===== src/hdl/psl_pkg.sv =====
// shared types and constants for the per-source connection limiter
package psl_pkg;

   localparam int ADDR_W  = 32;
   localparam int COUNT_W = 16;
   localparam int TOTAL_W = 20;
   localparam int CSR_IDX_W  = 2;
   localparam int CSR_DATA_W = 32;

   localparam logic [COUNT_W-1:0] COUNT_MAX = {COUNT_W{1'b1}};
   localparam logic [TOTAL_W-1:0] TOTAL_MAX = {TOTAL_W{1'b1}};

   localparam logic [COUNT_W-1:0] MAX_PER_SOURCE_RESET = 16'd4;
   localparam logic [TOTAL_W-1:0] MAX_TOTAL_RESET      = 20'd64;

   typedef enum logic [1:0] {
      ACT_CHECK = 2'd0,
      ACT_OPEN  = 2'd1,
      ACT_CLOSE = 2'd2,
      ACT_CLEAR = 2'd3
   } psl_action_type;

   typedef enum logic [CSR_IDX_W-1:0] {
      CSR_MAX_PER_SOURCE = 2'd0,
      CSR_MAX_TOTAL      = 2'd1
   } psl_csr_idx_type;

   // limits held by the register block
   typedef struct packed {
      logic [COUNT_W-1:0] max_per_source;
      logic [TOTAL_W-1:0] max_total;
   } psl_cfg_type;

   // operation presented to the table
   typedef struct packed {
      logic                fire;
      psl_action_type      action;
      logic [ADDR_W-1:0]   addr;
   } psl_op_type;

   // table outcome for the operation
   typedef struct packed {
      logic [COUNT_W-1:0] source_count;
      logic               table_full;
      logic               total_inc;
      logic               total_dec;
   } psl_res_type;

endpackage


===== src/hdl/psl_if.sv =====
// valid/ready channel interfaces for requests, responses and register writes
interface psl_req_if;
   logic                        valid;
   logic                        ready;
   logic [1:0]                  action;
   logic [psl_pkg::ADDR_W-1:0]  source_addr;

   modport source (output valid, output action, output source_addr, input ready);
   modport sink   (input valid, input action, input source_addr, output ready);
endinterface

interface psl_rsp_if;
   logic                         valid;
   logic                         ready;
   logic                         allowed;
   logic [psl_pkg::COUNT_W-1:0]  source_count;
   logic [psl_pkg::TOTAL_W-1:0]  total_count;
   logic                         table_full;

   modport source (output valid, output allowed, output source_count,
                   output total_count, output table_full, input ready);
   modport sink   (input valid, input allowed, input source_count,
                   input total_count, input table_full, output ready);
endinterface

interface psl_csr_if;
   logic                            valid;
   logic                            ready;
   logic [psl_pkg::CSR_IDX_W-1:0]   index;
   logic [psl_pkg::CSR_DATA_W-1:0]  data;

   modport source (output valid, output index, output data, input ready);
   modport sink   (input valid, input index, input data, output ready);
endinterface


===== src/hdl/per_source_connection_limiter.sv =====
// per-source connection limiter: input stage, table pass and result register
// flow: a request beat goes into the input stage, then its outcome into the result register
// throughput: one beat per cycle unless responses stall; the single lookup and update pass
//   over the table and the running-total counter sit between input stage and result register
// reset: all table entries invalid, running total zero, limits back to 4 per source and 64 total
// no clearing pass: the table valid bits reset at once
module per_source_connection_limiter #(
   parameter int TABLE_ENTRIES = 16
) (
   input  logic      clock,
   input  logic      reset,
   psl_req_if.sink   req_bus,
   psl_rsp_if.source rsp_bus,
   psl_csr_if.sink   csr_bus
);

   psl_pkg::psl_cfg_type cfg;
   psl_pkg::psl_op_type  op;
   psl_pkg::psl_res_type res;

   // input stage
   logic                         stage_valid_ff, stage_valid_in;
   psl_pkg::psl_action_type      stage_action_ff;
   logic [psl_pkg::ADDR_W-1:0]   stage_addr_ff;

   // running total of open connections
   logic [psl_pkg::TOTAL_W-1:0]  total_ff, total_in;

   // result register
   logic                         out_valid_ff, out_valid_in;
   logic                         out_allowed_ff, out_allowed_in;
   logic [psl_pkg::COUNT_W-1:0]  out_count_ff, out_count_in;
   logic [psl_pkg::TOTAL_W-1:0]  out_total_ff, out_total_in;
   logic                         out_full_ff, out_full_in;

   logic req_beat, advance;

   psl_csr u_csr (
      .clock (clock),
      .reset (reset),
      .csr   (csr_bus),
      .cfg   (cfg)
   );

   psl_cam #(
      .ENTRIES (TABLE_ENTRIES)
   ) u_cam (
      .clock (clock),
      .reset (reset),
      .op    (op),
      .res   (res)
   );

   // stage moves on when the result register is empty or being drained
   assign advance         = stage_valid_ff && (!out_valid_ff || rsp_bus.ready);
   assign req_bus.ready   = !stage_valid_ff || advance;
   assign req_beat        = req_bus.valid && req_bus.ready;
   assign stage_valid_in  = req_beat || (stage_valid_ff && !advance);

   assign op.fire   = advance;
   assign op.action = stage_action_ff;
   assign op.addr   = stage_addr_ff;

   // running total: zero on clear, saturate high on open, hold at zero on close
   always_comb begin
      total_in = total_ff;
      if (stage_action_ff == psl_pkg::ACT_CLEAR) begin
         total_in = '0;
      end else if (res.total_inc && (total_ff != psl_pkg::TOTAL_MAX)) begin
         total_in = total_ff + psl_pkg::TOTAL_W'(1);
      end else if (res.total_dec && (total_ff != '0)) begin
         total_in = total_ff - psl_pkg::TOTAL_W'(1);
      end
   end

   // result beat built from the table outcome; allowed uses the pre-action total, the reported total is post-action
   always_comb begin
      out_valid_in   = advance || (out_valid_ff && !rsp_bus.ready);
      out_allowed_in = (stage_action_ff == psl_pkg::ACT_CHECK) &&
                       (total_ff < cfg.max_total) &&
                       (res.source_count < cfg.max_per_source);
      out_count_in   = res.source_count;
      out_total_in   = total_in;
      out_full_in    = res.table_full;
   end

   always_ff @(posedge clock) begin
      if (reset) begin
         stage_valid_ff <= 1'b0;
         out_valid_ff   <= 1'b0;
         total_ff       <= '0;
      end else begin
         stage_valid_ff <= stage_valid_in;
         out_valid_ff   <= out_valid_in;
         if (advance) total_ff <= total_in;
      end
   end

   // staged action starts as a harmless check so the table decode never sees an unknown code
   always_ff @(posedge clock) begin
      if (reset) begin
         stage_action_ff <= psl_pkg::ACT_CHECK;
      end else if (req_beat) begin
         stage_action_ff <= psl_pkg::psl_action_type'(req_bus.action);
      end
   end

   always_ff @(posedge clock) begin
      if (req_beat) begin
         stage_addr_ff   <= req_bus.source_addr;
      end
      if (advance) begin
         out_allowed_ff <= out_allowed_in;
         out_count_ff   <= out_count_in;
         out_total_ff   <= out_total_in;
         out_full_ff    <= out_full_in;
      end
   end

   assign rsp_bus.valid        = out_valid_ff;
   assign rsp_bus.allowed      = out_allowed_ff;
   assign rsp_bus.source_count = out_count_ff;
   assign rsp_bus.total_count  = out_total_ff;
   assign rsp_bus.table_full   = out_full_ff;

   // a clear leaves the total at zero
   a_clear_zeroes_total: assert property (@(posedge clock) disable iff (reset)
      advance && (stage_action_ff == psl_pkg::ACT_CLEAR) |=> total_ff == '0)
      else $error("total not zero after clear");

   // table full is only reported for an open
   a_full_only_on_open: assert property (@(posedge clock) disable iff (reset)
      advance && (stage_action_ff != psl_pkg::ACT_OPEN) |=> !out_full_ff)
      else $error("table full flagged for a non-open action");

   // an admitted source is under its limit
   a_allowed_under_limit: assert property (@(posedge clock) disable iff (reset)
      out_valid_ff && out_allowed_ff |-> out_count_ff < cfg.max_per_source)
      else $error("admitted source at or over its limit");

   // a stalled response keeps the staged request waiting
   a_stage_holds: assert property (@(posedge clock) disable iff (reset)
      stage_valid_ff && out_valid_ff && !rsp_bus.ready |=> stage_valid_ff)
      else $error("staged request lost under backpressure");

   // the total only changes on a processed beat
   a_total_step: assert property (@(posedge clock) disable iff (reset)
      !advance |=> total_ff == $past(total_ff))
      else $error("total changed without a processed beat");

endmodule


===== src/hdl/psl_csr.sv =====
// limit registers written through the csr channel
module psl_csr (
   input  logic                 clock,
   input  logic                 reset,
   psl_csr_if.sink              csr,
   output psl_pkg::psl_cfg_type cfg
);

   psl_pkg::psl_cfg_type cfg_ff, cfg_in;

   assign csr.ready = 1'b1;
   assign cfg       = cfg_ff;

   always_comb begin
      cfg_in = cfg_ff;
      if (csr.valid) begin
         unique case (psl_pkg::psl_csr_idx_type'(csr.index))
            psl_pkg::CSR_MAX_PER_SOURCE: begin
               cfg_in.max_per_source = csr.data[psl_pkg::COUNT_W-1:0];
            end
            psl_pkg::CSR_MAX_TOTAL: begin
               cfg_in.max_total = csr.data[psl_pkg::TOTAL_W-1:0];
            end
            default: begin
               cfg_in = cfg_ff;
            end
         endcase
      end
   end

   always_ff @(posedge clock) begin
      if (reset) begin
         cfg_ff.max_per_source <= psl_pkg::MAX_PER_SOURCE_RESET;
         cfg_ff.max_total      <= psl_pkg::MAX_TOTAL_RESET;
      end else begin
         cfg_ff <= cfg_in;
      end
   end

endmodule


===== src/hdl/psl_cam.sv =====
// associative table of source addresses and open counts with lookup and update
module psl_cam #(
   parameter int ENTRIES = 16
) (
   input  logic                 clock,
   input  logic                 reset,
   input  psl_pkg::psl_op_type  op,
   output psl_pkg::psl_res_type res
);

   logic [ENTRIES-1:0]          valid_ff, valid_in;
   logic [psl_pkg::ADDR_W-1:0]  addr_ff  [ENTRIES];
   logic [psl_pkg::ADDR_W-1:0]  addr_in  [ENTRIES];
   logic [psl_pkg::COUNT_W-1:0] count_ff [ENTRIES];
   logic [psl_pkg::COUNT_W-1:0] count_in [ENTRIES];

   logic [ENTRIES-1:0]          hit_vec, hit_first, free_first;
   logic                        hit_any, free_any;
   logic [psl_pkg::COUNT_W-1:0] hit_count;

   // parallel compare, then lowest matching and lowest free entry
   always_comb begin
      for (int i = 0; i < ENTRIES; i++) begin
         hit_vec[i] = valid_ff[i] && (addr_ff[i] == op.addr);
      end
      hit_first  = hit_vec & (~hit_vec + ENTRIES'(1));
      free_first = ~valid_ff & (valid_ff + ENTRIES'(1));
      hit_any    = |hit_vec;
      free_any   = |free_first;
      hit_count  = '0;
      for (int i = 0; i < ENTRIES; i++) begin
         hit_count = hit_count | ({psl_pkg::COUNT_W{hit_first[i]}} & count_ff[i]);
      end
   end

   always_comb begin
      valid_in = valid_ff;
      addr_in  = addr_ff;
      count_in = count_ff;
      res      = '0;
      unique case (op.action)
         psl_pkg::ACT_CHECK: begin
            res.source_count = hit_count;
         end
         psl_pkg::ACT_OPEN: begin
            if (hit_any) begin
               if (hit_count != psl_pkg::COUNT_MAX) begin
                  for (int i = 0; i < ENTRIES; i++) begin
                     if (hit_first[i]) count_in[i] = hit_count + psl_pkg::COUNT_W'(1);
                  end
                  res.total_inc    = 1'b1;
                  res.source_count = hit_count + psl_pkg::COUNT_W'(1);
               end else begin
                  res.source_count = hit_count;
               end
            end else if (free_any) begin
               for (int i = 0; i < ENTRIES; i++) begin
                  if (free_first[i]) begin
                     valid_in[i] = 1'b1;
                     addr_in[i]  = op.addr;
                     count_in[i] = psl_pkg::COUNT_W'(1);
                  end
               end
               res.total_inc    = 1'b1;
               res.source_count = psl_pkg::COUNT_W'(1);
            end else begin
               res.table_full = 1'b1;
            end
         end
         psl_pkg::ACT_CLOSE: begin
            if (hit_any) begin
               res.total_dec = 1'b1;
               if (hit_count > psl_pkg::COUNT_W'(1)) begin
                  for (int i = 0; i < ENTRIES; i++) begin
                     if (hit_first[i]) count_in[i] = hit_count - psl_pkg::COUNT_W'(1);
                  end
                  res.source_count = hit_count - psl_pkg::COUNT_W'(1);
               end else begin
                  valid_in = valid_ff & ~hit_first;
               end
            end
         end
         psl_pkg::ACT_CLEAR: begin
            valid_in = '0;
         end
      endcase
   end

   always_ff @(posedge clock) begin
      if (reset) begin
         valid_ff <= '0;
      end else if (op.fire) begin
         valid_ff <= valid_in;
      end
   end

   // entry payload is only read while its valid bit is set
   always_ff @(posedge clock) begin
      if (op.fire) begin
         addr_ff  <= addr_in;
         count_ff <= count_in;
      end
   end

endmodule


===== src/flat_wrapper.sv =====
// flat-port wrapper written by rule: the top's interface ports become plain ports
module per_source_connection_limiter_flat 
#(
   parameter int TABLE_ENTRIES = 16
)
  (clock, reset, req_bus_valid, req_bus_action, req_bus_source_addr, req_bus_ready, rsp_bus_valid, rsp_bus_allowed, rsp_bus_source_count, rsp_bus_total_count, rsp_bus_table_full, rsp_bus_ready, csr_bus_valid, csr_bus_index, csr_bus_data, csr_bus_ready);
  psl_req_if req_bus_i ();
  psl_rsp_if rsp_bus_i ();
  psl_csr_if csr_bus_i ();
  input  logic clock;
  input  logic reset;
  input wire logic [$bits(req_bus_i.valid)-1:0] req_bus_valid;
  input wire logic [$bits(req_bus_i.action)-1:0] req_bus_action;
  input wire logic [$bits(req_bus_i.source_addr)-1:0] req_bus_source_addr;
  output wire logic [$bits(req_bus_i.ready)-1:0] req_bus_ready;
  output wire logic [$bits(rsp_bus_i.valid)-1:0] rsp_bus_valid;
  output wire logic [$bits(rsp_bus_i.allowed)-1:0] rsp_bus_allowed;
  output wire logic [$bits(rsp_bus_i.source_count)-1:0] rsp_bus_source_count;
  output wire logic [$bits(rsp_bus_i.total_count)-1:0] rsp_bus_total_count;
  output wire logic [$bits(rsp_bus_i.table_full)-1:0] rsp_bus_table_full;
  input wire logic [$bits(rsp_bus_i.ready)-1:0] rsp_bus_ready;
  input wire logic [$bits(csr_bus_i.valid)-1:0] csr_bus_valid;
  input wire logic [$bits(csr_bus_i.index)-1:0] csr_bus_index;
  input wire logic [$bits(csr_bus_i.data)-1:0] csr_bus_data;
  output wire logic [$bits(csr_bus_i.ready)-1:0] csr_bus_ready;
  assign req_bus_i.valid = req_bus_valid;
  assign req_bus_i.action = req_bus_action;
  assign req_bus_i.source_addr = req_bus_source_addr;
  assign req_bus_ready = req_bus_i.ready;
  assign rsp_bus_valid = rsp_bus_i.valid;
  assign rsp_bus_allowed = rsp_bus_i.allowed;
  assign rsp_bus_source_count = rsp_bus_i.source_count;
  assign rsp_bus_total_count = rsp_bus_i.total_count;
  assign rsp_bus_table_full = rsp_bus_i.table_full;
  assign rsp_bus_i.ready = rsp_bus_ready;
  assign csr_bus_i.valid = csr_bus_valid;
  assign csr_bus_i.index = csr_bus_index;
  assign csr_bus_i.data = csr_bus_data;
  assign csr_bus_ready = csr_bus_i.ready;
  per_source_connection_limiter #(.TABLE_ENTRIES(TABLE_ENTRIES)) u_core (.clock(clock), .reset(reset), .req_bus(req_bus_i), .rsp_bus(rsp_bus_i), .csr_bus(csr_bus_i));
endmodule

===== config.mk =====
export PLATFORM = sky130hd
export DESIGN_NAME = per_source_connection_limiter_flat
export DESIGN_NICKNAME = d
export VERILOG_FILES = /design/src/hdl/psl_pkg.sv /design/src/hdl/psl_if.sv /design/src/hdl/per_source_connection_limiter.sv /design/src/hdl/psl_csr.sv /design/src/hdl/psl_cam.sv /design/src/flat_wrapper.sv
export SDC_FILE = /design/constraint.sdc
export NUM_CORES = 2
export LEC_CHECK = 0
export BUFFER_PORTS_ARGS = -buffer_cell sky130_fd_sc_hd__buf_2
export CORE_MARGIN = 5
export CORE_UTILIZATION = 46
export CTS_CLUSTER_DIAMETER = 40
export DETAILED_ROUTE_END_ITERATION = 10
export PLACE_DENSITY = 0.59
export RECOVER_POWER = 50
export SETUP_SLACK_MARGIN = 0.1
export SLEW_MARGIN = 20
export SYNTH_ARGS = -nofsm -noshare
export SYNTH_HDL_FRONTEND = slang
export SYNTH_SLANG_ARGS = --single-unit

===== constraint.sdc =====
create_clock -name clock -period 7.2 [get_ports clock]
set_input_delay 1.08 -clock clock [delete_from_list [all_inputs] [get_ports clock]]
set_output_delay 1.08 -clock clock [all_outputs]
set_load 0.02 [all_outputs]

==> report_table.html <==
<table>
<tr><th>Metric</th><th>Value</th></tr>
<tr><th colspan="2">Cells and area</th></tr>
<tr><td>Layout Cell Area excl Fill</td><td>0.0549 mm^2</td></tr>
<tr><td>Fraction of layout instances using a drive strength above 1</td><td>19.2%</td></tr>
<tr><td>Syn-to-layout area delta</td><td>22.8%</td></tr>
<tr><td>Most common cell after layout, fill and taps aside</td><td>sky130_fd_sc_hd__edfxtp_1</td></tr>
<tr><td>Multi-input logic area</td><td>0.0169 mm^2</td></tr>
<tr><td>Filler Cells Inserted</td><td>8079</td></tr>
<tr><td>Sequential standard cell area</td><td>0.0267 mm^2</td></tr>
<tr><td>Commonest non-fill, non-tap cells in the layout</td><td>sky130_fd_sc_hd__edfxtp_1 (838), sky130_fd_sc_hd__buf_4 (364), sky130_fd_sc_hd__xnor2_1 (345), sky130_fd_sc_hd__nand2_1 (260), sky130_fd_sc_hd__xor2_1 (206)</td></tr>
<tr><td>Number of nets in the finished design</td><td>4259</td></tr>
<tr><th colspan="2">Detailed routing</th></tr>
<tr><td>Number of vias per cell</td><td>6.09</td></tr>
<tr><td>Residual DRC</td><td>0</td></tr>
<tr><td>Initial detailed-routing violation count</td><td>4192</td></tr>
<tr><td>Total via count in the routed design</td><td>33700</td></tr>
<tr><td>Iteration count of the initial detailed-routing pass</td><td>6</td></tr>
<tr><td>Number of nets still failing antenna checks after routing</td><td>0</td></tr>
<tr><td>Detail-routed net length per standard cell</td><td>28.0 um</td></tr>
<tr><td>DRT Wirelength</td><td>155 mm</td></tr>
<tr><th colspan="2">Timing</th></tr>
<tr><td>Number of max-slew violations in the final report</td><td>143</td></tr>
<tr><td>Highest attainable clock frequency</td><td>0.145 GHz</td></tr>
<tr><td>Worst slew pin tran</td><td>2.89 ns</td></tr>
<tr><td>Total count of hold-check failures in the final report</td><td>0</td></tr>
<tr><td>Setup repair after global routing missed its margin</td><td>no</td></tr>
<tr><td>Final Critical Period</td><td>6.90 ns</td></tr>
<tr><td>Layout Skew</td><td>0.0272 ns</td></tr>
<tr><td>Worst rel slew slack</td><td>-92.4%</td></tr>
<tr><td>Setup violators final</td><td>0</td></tr>
<tr><td>Summed negative setup slack over all endpoints</td><td>0 ns</td></tr>
<tr><td>Share of the clock period used by the worst path</td><td>95.8%</td></tr>
<tr><th colspan="2">Floorplan</th></tr>
<tr><td>Full die area</td><td>0.103 mm^2</td></tr>
<tr><td>Placeable core region</td><td>0.0966 mm^2</td></tr>
<tr><td>I/O pins</td><td>114</td></tr>
<tr><td>Starting density of the core</td><td>46.3%</td></tr>
<tr><td>Horizontal die dimension</td><td>322 um</td></tr>
<tr><td>Overall die height</td><td>322 um</td></tr>
<tr><td>Cell row count</td><td>114</td></tr>
<tr><th colspan="2">CTS</th></tr>
<tr><td>H-Tree Depth</td><td>4</td></tr>
<tr><td>Number of buffers added by the clock tree synthesis step</td><td>139</td></tr>
<tr><td>Maximum buffer depth of the clock tree</td><td>3</td></tr>
<tr><td>CTS clock-pin slew for the worst setup and hold paths</td><td>0.05 ns</td></tr>
<tr><td>Cts hold-fix bufs</td><td>0</td></tr>
<tr><td>Worst-Skew Late Latency</td><td>0.76 ns</td></tr>
<tr><td>TritonCTS Sinks</td><td>914</td></tr>
<tr><td>Buffer type at the clock tree root</td><td>sky130_fd_sc_hd__clkbuf_16</td></tr>
<tr><td>CTS tree</td><td>yes</td></tr>
<tr><th colspan="2">Synthesis</th></tr>
<tr><td>Number of distinct standard cells referenced by the synthesized netlist</td><td>108</td></tr>
<tr><td>Post-synthesis instance area</td><td>0.0447 mm^2</td></tr>
<tr><td>Post-Synthesis Net Count</td><td>3728</td></tr>
<tr><td>Most instantiated flip-flop cell in the synthesis netlist</td><td>sky130_fd_sc_hd__edfxtp_1</td></tr>
<tr><td>Flip-flop and latch count after synthesis</td><td>914</td></tr>
<tr><td>Average cell area after synthesis</td><td>12.4 um^2</td></tr>
<tr><td>Number of flops mapped to enable cells by yosys</td><td>838</td></tr>
<tr><td>Gate count after technology mapping</td><td>3615</td></tr>
<tr><td>Cell type contributing the most total cell area after synthesis</td><td>sky130_fd_sc_hd__edfxtp_1</td></tr>
<tr><td>Async set or reset register ratio after synthesis</td><td>0%</td></tr>
<tr><td>Sequential cell area fraction in the yosys report</td><td>59.7%</td></tr>
<tr><td>Biggest area contributors in the synthesized netlist</td><td>sky130_fd_sc_hd__edfxtp_1 (56%), sky130_fd_sc_hd__xnor2_1 (6.8%), sky130_fd_sc_hd__xor2_1 (4.0%)</td></tr>
<tr><td>Top-area cell type share of the netlist area</td><td>56.3%</td></tr>
<tr><td>Total of warnings raised by yosys</td><td>0</td></tr>
<tr><th colspan="2">Run</th></tr>
<tr><td>Max-cap violations</td><td>3</td></tr>
<tr><th colspan="2">GRT</th></tr>
<tr><td>Tot GR Track Use</td><td>29.3%</td></tr>
<tr><td>Number of antenna violations at the first check in global routing</td><td>5</td></tr>
<tr><td>Maximum number of pins on one net before global-route repair</td><td>60</td></tr>
<tr><td>Overall overflow remaining after global route</td><td>0</td></tr>
<tr><td>Vias in the first global route</td><td>32300</td></tr>
<tr><td>First-pass GRT wire length</td><td>223 mm</td></tr>
<tr><th colspan="2">Power</th></tr>
<tr><td>Cell area power density</td><td>246 mW/mm^2</td></tr>
<tr><td>Leakage Power</td><td>18.6 nW</td></tr>
<tr><td>Peak supply drop</td><td>0.000230 V</td></tr>
<tr><td>Overall power</td><td>0.0135 W</td></tr>
<tr><th colspan="2">Worst setup path</th></tr>
<tr><td>Critical path data required time</td><td>7.79 ns</td></tr>
<tr><td>Type of element capturing the critical path</td><td>register</td></tr>
<tr><td>Critical Path Start Type</td><td>register</td></tr>
<tr><td>Max Fanout on Critical Path</td><td>13</td></tr>
<tr><td>Startpoint of the lowest-slack register-to-register path</td><td>u_core.stage_addr_ff[9]$_DFFE_PP_</td></tr>
<tr><td>Start point of the critical path</td><td>u_core.stage_addr_ff[9]$_DFFE_PP_</td></tr>
<tr><td>Worst path max stage delay</td><td>0.54 ns</td></tr>
<tr><td>Category of the most critical setup path</td><td>register to register</td></tr>
<tr><td>CP max-delay cell</td><td>sky130_fd_sc_hd__edfxtp_1</td></tr>
<tr><td>Critical path's most frequent cell</td><td>sky130_fd_sc_hd__buf_4</td></tr>
<tr><td>Crit path arrival time</td><td>7.49 ns</td></tr>
<tr><td>R2R Setup Slk</td><td>0.30 ns</td></tr>
<tr><th colspan="2">Placed design</th></tr>
<tr><td>Total cell area at the placement stage</td><td>0.0501 mm^2</td></tr>
<tr><td>DPL Wire Length</td><td>112 mm</td></tr>
<tr><td>IO Port Bufs</td><td>100</td></tr>
<tr><td>Placer congestion estimate</td><td>0.990</td></tr>
<tr><th colspan="2">Worst hold path</th></tr>
<tr><td>Class of the most critical hold timing path</td><td>register to register</td></tr>
<tr><td>Min-Delay Startpoint</td><td>u_core.u_csr.cfg[31]$_SDFFE_PP0P_</td></tr>
<tr><th colspan="2">Run status</th></tr>
<tr><td>Failing checks</td><td>capacitance limit, slew limit</td></tr>
<tr><td>Run status</td><td>finished with violations</td></tr>
</table>
final timing paths:
| kind | depth (start not counted) | to |
|---|---|---|
| min | 2 | u_core.u_csr.cfg[31]$_SDFFE_PP0P_ |
| max reg2reg | 31 | u_core.rsp_bus.allowed$_DFFE_PP_ |
| min reg2reg | 2 | u_core.u_csr.cfg[31]$_SDFFE_PP0P_ |
| max | 31 | u_core.rsp_bus.allowed$_DFFE_PP_ |
cell families after synthesis:
logic type	Yosys count	share of synthesized area, %
XOR/XNOR	553	10.8
AND/OR/NAND/NOR	1226	15.2
multiplexers	15	0.350
AO/OA/AOI/OAI	580	9.60
flip-flops	914	59.7
buffers and inverters	286	3.13
other	1	0.00839
adder cells (fa/ha/maj)	40	1.12
repair_timing:
item / CTS / global route
buffers inserted: 0 / 4
gates cloned: 0 / 0
resized for setup: 1 / 34
pin swaps: 0 / 12
endpoints found under the hold margin: 0 / 0
endpoints found under the setup margin: 1 / 1
per-layer routing:
metal / GRT usage [%] / routed length [um] / up-vias / share of wire, %
met2: 44.9 / 69400 / 1804 / 45
met1: 41.5 / 64300 / 16700 / 42
met5: 0 / 13 / - / 0.0084
met4: 11.0 / 5900 / 2 / 3.8
li1: - / - / 15000 / -
met3: 5.98 / 15100 / 316 / 9.8
worst max-delay path, delay by kind of cell (launching register included):
| family | cells | cell delay, ns |
|---|---|---|
| AOI/OAI and AO/OA | 8 | 1.91 |
| xor gates and xnor gates | 1 | 0.20 |
| adders and majority gates | 1 | 0.34 |
| buffers and inverters | 12 | 2.35 |
| DFF | 1 | 0.54 |
| and+or+nand+nor | 9 | 1.37 |
stage by stage:
step	util [%]	worst slack (ns)	hold slack, ns	instances
2_1_floorplan	-	0.632	0.434	3615
3_3_place_gp	51.9	0.134	0.445	5277
5_1_grt	56.8	0.0453	0.480	5533
3_5_place_dp	51.9	0.121	0.448	5277
4_1_cts	56.9	0.154	0.456	5529
6_report	56.8	0.303	0.454	5534
report_power, final:
| group | internal (W) | total [W] | switching, W |
|---|---|---|---|
| registers | 0.00585 | 0.00589 | 0.0000376 |
| logic | 0.000230 | 0.000679 | 0.000449 |
| clock network | 0.00434 | 0.00694 | 0.00259 |
| total | 0.0104 | 0.0135 | 0.00308 |
cell usage after synthesis, types with 80 or more instances:
cell type and count:
sky130_fd_sc_hd__nor2_1 174, sky130_fd_sc_hd__nand3_1 112, sky130_fd_sc_hd__nand2_1 261, sky130_fd_sc_hd__nor4_1 99, sky130_fd_sc_hd__a21oi_1 115, sky130_fd_sc_hd__o21ai_0 96
sky130_fd_sc_hd__clkbuf_1 80, sky130_fd_sc_hd__edfxtp_1 838, sky130_fd_sc_hd__inv_1 100, sky130_fd_sc_hd__nand4_1 180, sky130_fd_sc_hd__xnor2_1 347, sky130_fd_sc_hd__xor2_1 206
area by class of cell:
type	count	area share, %
flip-flops and latches	914	48.6
multi-input cells	2415	30.8
repair buffers	575	8.22
clock buffers	151	6.55
well taps	1276	2.91
clock inverters	101	2.20
inverters	101	0.691
diodes	1	0.00456
flip-flops by register name (all words and copies together) (netlist names), 16 cells and up:
register and flops:
u_core.u_cam.addr_ff 512, u_core.u_cam.count_ff 256, u_core.u_csr.cfg 36, u_core.stage_addr_ff 32, u_core.rsp_bus.total_count 20, u_core.total_ff 20, u_core.rsp_bus.source_count 16, u_core.u_cam.valid_ff 16
No activity file was read; power rests on OpenSTA's default activity.
